===== src/rtl/mcr_pkg.sv =====
`timescale 1ns / 1ps
// ----------------------------------------------------------------------------
// mcr_pkg
// shared widths, constants and control types of the midpoint circle rasterizer
// ----------------------------------------------------------------------------
package mcr_pkg;

    localparam int CoordW   = 8;
    localparam int RadiusW  = 3;
    localparam int ColorW   = 24;
    localparam int PixW     = 10;
    localparam int OffW     = 4;   // offsets with headroom for one increment
    localparam int ErrW     = 8;
    localparam int OctW     = 3;
    localparam int IterW    = 3;
    localparam int InDataW  = 48;  // 43 payload bits padded to bytes
    localparam int OutDataW = 48;  // 44 payload bits padded to bytes

    localparam logic [RadiusW-1:0] MAX_RADIUS = 3'd7;
    // 48 pixels at most, eight per step
    localparam logic [IterW-1:0]   MAX_ITERS  = 3'd6;
    localparam logic [OctW-1:0]    OCT_LAST   = 3'd7;

    typedef enum logic {
        ST_IDLE,
        ST_EMIT
    } state_t;

    typedef struct packed {
        logic load;  // latch a new request
        logic emit;  // register current pixel and advance
    } cmd_t;

    typedef struct packed {
        logic last;  // current pixel closes the circle
    } stat_t;

endpackage


===== src/rtl/mcr_ctrl.sv =====
`timescale 1ns / 1ps
// ----------------------------------------------------------------------------
// mcr_ctrl
// request/emit sequencer and output valid flag
// ----------------------------------------------------------------------------
module mcr_ctrl (
    input  logic          aclk,
    input  logic          aresetn,
    input  logic          s_tvalid,
    output logic          s_tready,
    output logic          m_tvalid,
    input  logic          m_tready,
    output mcr_pkg::cmd_t cmd,
    input  mcr_pkg::stat_t stat
);
    import mcr_pkg::*;

    state_t state_reg, state_next;
    logic   m_valid_reg, m_valid_next;

    always_ff @(posedge aclk) begin
        if (!aresetn) begin
            state_reg   <= ST_IDLE;
            m_valid_reg <= 1'b0;
        end else begin
            state_reg   <= state_next;
            m_valid_reg <= m_valid_next;
        end
    end

    always_comb begin
        state_next   = state_reg;
        m_valid_next = m_valid_reg;
        cmd.load     = 1'b0;
        cmd.emit     = 1'b0;
        if (m_valid_reg && m_tready) begin
            m_valid_next = 1'b0;
        end
        unique case (state_reg)
            ST_IDLE: begin
                cmd.load = s_tvalid;
                if (s_tvalid) begin
                    state_next = ST_EMIT;
                end
            end
            ST_EMIT: begin
                // output slot free or being drained this cycle
                cmd.emit = !m_valid_reg || m_tready;
                if (cmd.emit) begin
                    m_valid_next = 1'b1;
                    if (stat.last) begin
                        state_next = ST_IDLE;
                    end
                end
            end
            default: state_next = ST_IDLE;
        endcase
    end

    assign s_tready = (state_reg == ST_IDLE);
    assign m_tvalid = m_valid_reg;

endmodule


===== src/rtl/mcr_dpath.sv =====
`timescale 1ns / 1ps
// ----------------------------------------------------------------------------
// mcr_dpath
// midpoint offsets, decision error, octant mirror and output register
// ----------------------------------------------------------------------------
module mcr_dpath (
    input  logic                            aclk,
    input  logic [mcr_pkg::CoordW-1:0]      center_x,
    input  logic [mcr_pkg::CoordW-1:0]      center_y,
    input  logic [mcr_pkg::RadiusW-1:0]     radius,
    input  logic [mcr_pkg::ColorW-1:0]      pixel_color,
    input  mcr_pkg::cmd_t                   cmd,
    output mcr_pkg::stat_t                  stat,
    output logic signed [mcr_pkg::PixW-1:0] pixel_x,
    output logic signed [mcr_pkg::PixW-1:0] pixel_y,
    output logic [mcr_pkg::ColorW-1:0]      out_color,
    output logic                            last_pixel
);
    import mcr_pkg::*;

    logic [CoordW-1:0]      cx_reg, cy_reg;
    logic [ColorW-1:0]      color_reg;
    logic [OffW-1:0]        a_reg, a_next;
    logic [OffW-1:0]        b_reg, b_next;
    logic signed [ErrW-1:0] err_reg, err_next;
    logic [OctW-1:0]        oct_reg;
    logic [IterW-1:0]       iter_reg, iter_next;
    logic                   zero_reg;

    logic signed [PixW-1:0] px_reg, py_reg;
    logic [ColorW-1:0]      pcolor_reg;
    logic                   plast_reg;

    logic [RadiusW-1:0]     r_sat;
    logic signed [ErrW-1:0] diff;
    logic                   stop_next;
    logic [OffW-1:0]        off_x, off_y;
    logic                   neg_x, neg_y;
    logic signed [PixW-1:0] cur_x, cur_y;

    assign r_sat = (radius > MAX_RADIUS) ? MAX_RADIUS : radius;

    // midpoint step, applied after the eighth octant pixel
    always_comb begin
        b_next    = b_reg + OffW'(1);
        a_next    = a_reg;
        iter_next = iter_reg + IterW'(1);
        diff      = '0;
        if (err_reg < 0) begin
            err_next = err_reg + signed'({{(ErrW-OffW-1){1'b0}}, b_next, 1'b1});
        end else begin
            a_next   = a_reg - OffW'(1);
            diff     = signed'(ErrW'(b_next)) - signed'(ErrW'(a_next)) + ErrW'(1);
            err_next = err_reg + (diff <<< 1);
        end
        stop_next = (a_next < b_next) || (iter_next == MAX_ITERS);
    end

    // octant mirror: odd octants swap a and b
    always_comb begin
        off_x = oct_reg[0] ? b_reg : a_reg;
        off_y = oct_reg[0] ? a_reg : b_reg;
        neg_x = oct_reg[2] ^ oct_reg[1];
        neg_y = oct_reg[2];
        cur_x = neg_x ? signed'(PixW'(cx_reg)) - signed'(PixW'(off_x))
                      : signed'(PixW'(cx_reg)) + signed'(PixW'(off_x));
        cur_y = neg_y ? signed'(PixW'(cy_reg)) - signed'(PixW'(off_y))
                      : signed'(PixW'(cy_reg)) + signed'(PixW'(off_y));
    end

    assign stat.last = zero_reg || ((oct_reg == OCT_LAST) && stop_next);

    always_ff @(posedge aclk) begin
        if (cmd.load) begin
            cx_reg    <= center_x;
            cy_reg    <= center_y;
            color_reg <= pixel_color;
            a_reg     <= OffW'(r_sat);
            b_reg     <= '0;
            err_reg   <= ErrW'(1) - signed'(ErrW'(r_sat));
            oct_reg   <= '0;
            iter_reg  <= '0;
            zero_reg  <= (r_sat == '0);
        end else if (cmd.emit) begin
            oct_reg <= oct_reg + OctW'(1);
            if (oct_reg == OCT_LAST) begin
                a_reg    <= a_next;
                b_reg    <= b_next;
                err_reg  <= err_next;
                iter_reg <= iter_next;
            end
        end
        if (cmd.emit) begin
            px_reg     <= cur_x;
            py_reg     <= cur_y;
            pcolor_reg <= color_reg;
            plast_reg  <= stat.last;
        end
    end

    assign pixel_x    = px_reg;
    assign pixel_y    = py_reg;
    assign out_color  = pcolor_reg;
    assign last_pixel = plast_reg;

endmodule


===== src/rtl/midpoint_circle_rasterizer_unit.sv =====
`timescale 1ns / 1ps
// ----------------------------------------------------------------------------
// midpoint_circle_rasterizer_unit
// outline pixels of a circle by the integer midpoint method
// ----------------------------------------------------------------------------
// usage:
//  - slave channel takes one circle request per transfer: center, radius, color
//  - master channel gives one pixel per transfer, signed and unclipped;
//    m_tlast marks the final pixel of a circle
//  - radius zero gives the center pixel alone; above the maximum radius the
//    radius saturates
//  - each midpoint step yields eight mirrored pixels in fixed order,
//    duplicates kept; a radius of seven gives 48 pixels
//  - the request is latched into the walk registers; each pixel, the first
//    too, is then registered in the output register before m_tvalid shows it
//  - throughput: one pixel per cycle from the emit sequencer while the receiver keeps up
//  - s_tready is high only while no circle is being walked; the next request
//    may be taken while the last pixel still waits in the output register
//  - a stalled receiver holds the output register and freezes the walk
//  - reset (aresetn low, synchronous) returns to idle and drops m_tvalid
// ----------------------------------------------------------------------------
module midpoint_circle_rasterizer_unit (
    input  logic                            aclk,
    input  logic                            aresetn,
    // center_x[7:0], center_y[15:8], radius[18:16], pixel_color[42:19], zero pad
    input  logic [mcr_pkg::InDataW-1:0]     s_tdata,
    input  logic                            s_tvalid,
    output logic                            s_tready,
    // pixel_x[9:0], pixel_y[19:10], out_color[43:20], zero pad
    output logic [mcr_pkg::OutDataW-1:0]    m_tdata,
    output logic                            m_tlast,  // last_pixel
    output logic                            m_tvalid,
    input  logic                            m_tready
);
    import mcr_pkg::*;

    cmd_t  cmd;
    stat_t stat;

    logic signed [PixW-1:0] pixel_x, pixel_y;
    logic [ColorW-1:0]      out_color;

    // sequencer: request hand-off, emit pacing, output valid
    mcr_ctrl u_ctrl (
        .aclk     (aclk),
        .aresetn  (aresetn),
        .s_tvalid (s_tvalid),
        .s_tready (s_tready),
        .m_tvalid (m_tvalid),
        .m_tready (m_tready),
        .cmd      (cmd),
        .stat     (stat)
    );

    // offsets, decision error and the pixel output register
    mcr_dpath u_dpath (
        .aclk        (aclk),
        .center_x    (s_tdata[7:0]),
        .center_y    (s_tdata[15:8]),
        .radius      (s_tdata[18:16]),
        .pixel_color (s_tdata[42:19]),
        .cmd         (cmd),
        .stat        (stat),
        .pixel_x     (pixel_x),
        .pixel_y     (pixel_y),
        .out_color   (out_color),
        .last_pixel  (m_tlast)
    );

    // pack result fields, lowest first, pad to whole bytes
    assign m_tdata = {4'b0000, out_color, pixel_y, pixel_x};

endmodule


===== config.mk =====
export PLATFORM = sky130hd
export DESIGN_NAME = midpoint_circle_rasterizer_unit
export DESIGN_NICKNAME = d
export VERILOG_FILES = /design/src/rtl/mcr_pkg.sv /design/src/rtl/mcr_ctrl.sv /design/src/rtl/mcr_dpath.sv /design/src/rtl/midpoint_circle_rasterizer_unit.sv
export SDC_FILE = /design/constraint.sdc
export NUM_CORES = 1
export LEC_CHECK = 0
export ABC_AREA = 1
export BUFFER_PORTS_ARGS = -buffer_cell sky130_fd_sc_hd__buf_2
export CAP_MARGIN = 10
export CORE_ASPECT_RATIO = 0.9
export CORE_UTILIZATION = 30
export CTS_BUF_LIST = sky130_fd_sc_hd__clkbuf_4
export CTS_CLUSTER_DIAMETER = 50
export DETAILED_ROUTE_END_ITERATION = 7
export PLACE_DENSITY_LB_ADDON = 0.3
export RECOVER_POWER = 100
export SLEW_MARGIN = 30
export SYNTH_ARGS = -nofsm -noshare
export SYNTH_HDL_FRONTEND = slang
export SYNTH_SLANG_ARGS = --single-unit
export TNS_END_PERCENT = 20

===== constraint.sdc =====
create_clock -name aclk -period 2.93 [get_ports aclk]
set_input_delay 0.1465 -clock aclk [delete_from_list [all_inputs] [get_ports aclk]]
set_output_delay 0.1465 -clock aclk [all_outputs]
set_load 0.05 [all_outputs]

* Yosys cells after proc, flatten, opt, wreduce, memory -nomap -nowiden
Cells that the tools add are included.
Word-level totals: flip-flop bits (word level) 110, input bits 52, output and inout port bits 51, word-level logic and storage cells 69
Cells by class: add/sub/neg operators 13, magnitude comparators 3, equal/unequal tests 2, multiplexer cells 22, bitwise gates (word level) 2, reductions and logical operators 11
Operators with widths (number):
- $mux W8 | 4
- $mux W10 | 2
- $add A8 B4 Y9 | 2
- $sub A8 B4 Y9 | 2
- $mux W3 | 4
- $mux W4 | 3
- $add A8 B6 Y8 | 1
- $add A8 B8 Y8 | 1
- $lt A8 B1 Y1 const B | 1
- $mux W1 | 8
- $add A7 B2 Y7 const B | 1
- $add A3 B1 Y3 const B | 2
- $eq A3 B3 Y1 const B | 2
- $sub A4 B4 Y5 | 1
- $add A4 B1 Y4 const B | 1
- $lt A4 B4 Y1 | 1
- $reduce_and A2 Y1 | 2
- $reduce_bool A2 Y1 | 2
- $sub A1 B3 Y4 const A | 1
- $sub A4 B1 Y4 const B | 1
- $gt A3 B3 Y1 const B | 1
- $logic_not A3 Y1 | 1
- $logic_or A1 B1 Y1 | 3
- $logic_and A1 B1 Y1 | 2
- other kinds (4) | 4

* Logic depth before layout (Yosys ltp)
depth after elaboration 9, gate-level depth with buffers 23, mapped depth without buffers 23

* Cells and area by module
From an unflattened synthesis, not the netlist that was laid out.
Second synthesis, totals: cell total of the unflattened synthesis 493, area, all modules 5504.0 um2
By module, submodules not included:
- mcr_dpath | times used 1, cells an instance 473, area an instance 5377.7 um2, sequential area each 3133.0 um2
- mcr_ctrl | times used 1, cells an instance 15, area an instance 92.6 um2, sequential area each 40.0 um2
- midpoint_circle_rasterizer_unit | times used 1, cells an instance 5, area an instance 33.8 um2, sequential area each 0.0 um2

* Worst setup path after synthesis
No wires, ideal clock.
kind reg-to-reg, start point register u_dpath.a_reg[0], end point register u_dpath.err_reg[6] (data pin), library setup time 0.253 ns, arrival 2.783 ns, required time 2.677 ns, setup slack -0.107 ns, stages on the path, launching flop included 19, path buffers 0, clock period less this slack 3.037 ns, cell sequence edfxtp_1 > inv_1 > ha_1 > fa_1 > ha_1 > inv_1 > nor2_1 > nor2_1 > ha_1 > a21oi_1 > nand2_1 > nand2_1 > nand2_1 > a21oi_1 > nand2_1 > nand2_1 > o21ai_0 > nand2_1 > nand2_1
Between the ends: longest elaborated chain between the ends 8
RTL lines:
- start, declared | line mcr_dpath.sv:23 | logic [OffW-1:0] a_reg, a_next;
- start signal, assigned | line mcr_dpath.sv:78 | a_reg <= OffW'(r_sat);
- start signal, assigned | line mcr_dpath.sv:87 | a_reg <= a_next;
- $sub A4 B1 Y4 | line mcr_dpath.sv:52 | a_next = a_reg - OffW'(1);
- $sub A4 B4 Y5 | line mcr_dpath.sv:53 | diff = signed'(ErrW'(b_next)) - signed'(ErrW'(a_next)) + ErrW'(1);
- $add A7 B2 Y7 | line mcr_dpath.sv:53
- $add A8 B8 Y8 | line mcr_dpath.sv:54 | err_next = err_reg + (diff <<< 1);
- $mux W8 | line mcr_dpath.sv:49 | if (err_reg < 0) begin
- $mux W8 | line mcr_dpath.sv:86 | if (oct_reg == OCT_LAST) begin
- $mux W8 | line mcr_dpath.sv:84 | end else if (cmd.emit) begin
- $mux W8 | line mcr_dpath.sv:74 | if (cmd.load) begin
- end signal, assigned | line mcr_dpath.sv:80 | err_reg <= ErrW'(1) - signed'(ErrW'(r_sat));
- end signal, assigned | line mcr_dpath.sv:89 | err_reg <= err_next;
- end, declared | line mcr_dpath.sv:25 | logic signed [ErrW-1:0] err_reg, err_next;
Every way passes these cells. The select of a mux whose other input is x is not followed. A chain may end at the register's enable or synchronous reset.

* Final worst setup path
start point register u_dpath.a_reg[0], end point register u_dpath.err_reg[7] (data pin)
The elaborated chain is that of the path after synthesis.

==> run metrics <==
status finished with violations; failing checks setup timing; Max transition margin 20.8%; CP startpoint kind register; worst skew pair latency 0.51 ns; Switch Pwr roughly 2.0 mW; pin count of the biggest net entering global routing 48; Hold WS 0.125 ns; worst r2r path cells 15; Initial DRC Count approximately 230; Clock power frac around 16%; most instantiated cells after synthesis edfxtp_1, nand2_1, inv_1; first-pass GRT wire length roughly 19,000 um; CTS tree built; Worst Path Required 3.22 ns; Die Ht 131 um; Hold Vio Cnt, Final 0; Setup Skew approximately 0.016 ns; clk slew on worst S/H paths 0.19 ns; predominant post-synthesis flop cell edfxtp_1; post-layout min period between 3 and 4 ns; internal power between 3 and 4 mW; Setup CP Type reg -> reg; placer congestion estimate 0.846; Hold Crit Depth 5; Core Region 17,800 um2; number of buffers created by CTS 9; Synth cell types 43; post-synth top area share around 53%; Hold WC Path Type in -> reg; sw frac 38.6%; yosys warns 0; Post-DP HPWL approximately 8600 um; part of the power in registers 39.4%; Max clock buf depth 2; sequential share of the synthesized area 57.5%; max incr delay on CP around 0.57 ns; Critical R2R Capture u_dpath.err_reg[7]; Via density approximately 4.4; DRC 0; worst-path maximum fanout 4; Final Cell Area slightly above 7000 um2; cells after synthesis ~500; post-route non-filler standard cell count about 930; total gr overflow 0; count leader, synth edfxtp_1; Die W between 100 and 150 um; HP Start m_tready; root buffer cell clkbuf_4; Die Area roughly 19,000 um2; Leakage between 3 and 4 nW; Mapped Area between 5000 and 6000 um2; Synth area leaders edfxtp_1, ha_1, nand2_1; Max VDD drop around 260 uV; worst-margin pin slew between 1 and 1.5 ns; layout cells sized above 1 between 20 and 25%; total wire length between 10,000 and 15,000 um; Final Setup Violations 5; Post-DP Area roughly 6500 um2; Reg-to-Reg Start u_dpath.a_reg[0]; Area Overhead vs Synth 30.8%; post-synth top area cell edfxtp_1; RSZ-0062 raised after global routing true; worst setup margin -0.123 ns; endpoint type of the worst setup path register; slowest stage cell, crit path fa_2; FF+latch count, synth 110; initial antenna violation count 1; PD cells ~700 nW/um2; I/O pins between 100 and 150; Cell Count Post-Placement between 800 and 900; IO Port Bufs 93; Combinational Power Share about 45%; initial core utilization 31.0%; async set-reset flop share out of synthesis 0%; CTS sink cnt 110; row cnt 46; via count about 4k; H-tree levels 3; DRT Pass-1 Iters 4; Hold EP u_dpath.oct_reg[2]; EDFF count, synth 97; crit share post-route 104%; Arr. time, crit path between 3 and 4 ns; vias in the first global route between 4k and 5k; mean area per synthesized cell between 10 and 15 um2; Slew Limit Fails 0; max-cap check violation count 0; Nets 785; Routed Antenna Nets 0; FMAX 328 MHz; Tot GR Track Use a little over an eighth; CP most frequent cell nand2_1; flop2flop setup slack -0.12 ns; CP cell instances inv_2 > ha_4 > fa_2 > ha_4 > fa_1 > nand3_1 > nand3_1 > nand2_1 > nand2_1 > a21oi_2 > nand2_1 > nand3_1 > nand2_1 > nand2_1 > nand2_1; Avg WL per Cell around 13 um
==> worst max-delay path by stage <==
stage	start	end	slack, ns	cells past startpoint
after floorplan	u_dpath.a_reg[0]	u_dpath.err_reg[7]	-0.003	21
after global placement	u_dpath.a_reg[0]	u_dpath.err_reg[6]	-0.11	18
after detailed placement	u_dpath.a_reg[0]	u_dpath.err_reg[7]	-0.17	22
after CTS	u_dpath.a_reg[0]	u_dpath.err_reg[6]	-0.09	18
after global routing	u_dpath.a_reg[0]	u_dpath.err_reg[6]	-0.31	18
final	u_dpath.a_reg[0]	u_dpath.err_reg[7]	-0.12	15
==> repair_timing <==
item                                   CTS  global route
setup endpoints to repair                2             7
hold buffers                            47             0
endpoints found under the hold margin   45             0
pin swaps                               20             8
buffers inserted                        10             3
gates cloned                             0             0
resized for setup                       15             8
==> layout make-up <==
type	count	area, um2
Clock inverter	7	93.8
Fill cell	1714	10600
Antenna cell	1	2.50
Sequential cell	110	3170
Tap cell	240	300
Multi-Input combinational cell	313	2130
Inverter	70	263
Timing Repair Buffer	182	1180
Clock buffer	9	67.6
==> power by group through the flow <==
| stage | Combinational (mW) | Clock [mW] | Sequential [mW] |
|---|---|---|---|
| floorplan | 1.15 | 0 | 2.22 |
| global placement | 1.80 | 0 | 2.03 |
| detailed placement | 1.82 | 0 | 2.03 |
| CTS | 2.17 | 0.863 | 2.00 |
| global route | 2.53 | 0.916 | 2.02 |
| finish | 2.26 | 0.820 | 2.00 |
==> per-layer routing <==
metal	wire length [um]	GRT usage, %	part of all wire, %
met5	0	0	0
met4	154	4.01	1.3
met3	668	3.61	5.6
met2	5540	22.4	46
met1	5620	16.2	47
==> cells in the final DEF (no fill, tap or decap), types with 3 or more instances in the layout <==
cell,count
edfxtp_1,97
nand2_1,87
inv_1,62
clkbuf_1,54
dlygate4sd3_1,47
o21ai_0,41
buf_2,40
buf_4,40
ha_1,35
nand3_1,20
a21oi_1,16
xor2_1,15
nor2_1,14
dfxtp_1,13
nand2_2,11
clkbuf_4,9
inv_2,7
o22ai_1,7
fa_1,6
a21oi_2,5
nor3_1,5
ha_4,5
conb_1,4
xnor2_1,3
or2_2,3
o21a_1,3
mux2i_1,3
clkinv_8,3
==> metrics by stage <==
step / utilization (%) / setup WS, ns / setup TNS [ns] / total power [mW]
global route: 40.6 / -0.315 / -1.56 / 5.46
CTS: 40.6 / -0.0922 / -0.222 / 5.03
finish: 40.6 / -0.123 / -0.550 / 5.08
global placement: 36.3 / -0.107 / -0.197 / 3.83
detailed placement: 36.3 / -0.172 / -0.325 / 3.86
floorplan: - / -0.00333 / -0.00333 / 3.37
==> cell families after synthesis <==
group,count (synthesis),share of synthesized area [%]
compound gates,85,8.71
xor+xnor,19,3.02
fa+ha+maj,47,11.6
buf+inv,81,6.19
flops,110,57.5
mux,3,0.544
other cells,1,0.0680
simple gates,155,12.3
==> worst max-delay path, delay by kind of cell (launching register included) <==
| kind | cells | cell delay [ns] |
|---|---|---|
| buffers and inverters | 1 | 0.14 |
| AOI/OAI and AO/OA | 1 | 0.14 |
| and+or+nand+nor | 9 | 0.64 |
| DFF | 1 | 0.44 |
| adders and majority gates | 4 | 1.47 |
No activity file was read; power rests on OpenSTA's default activity.
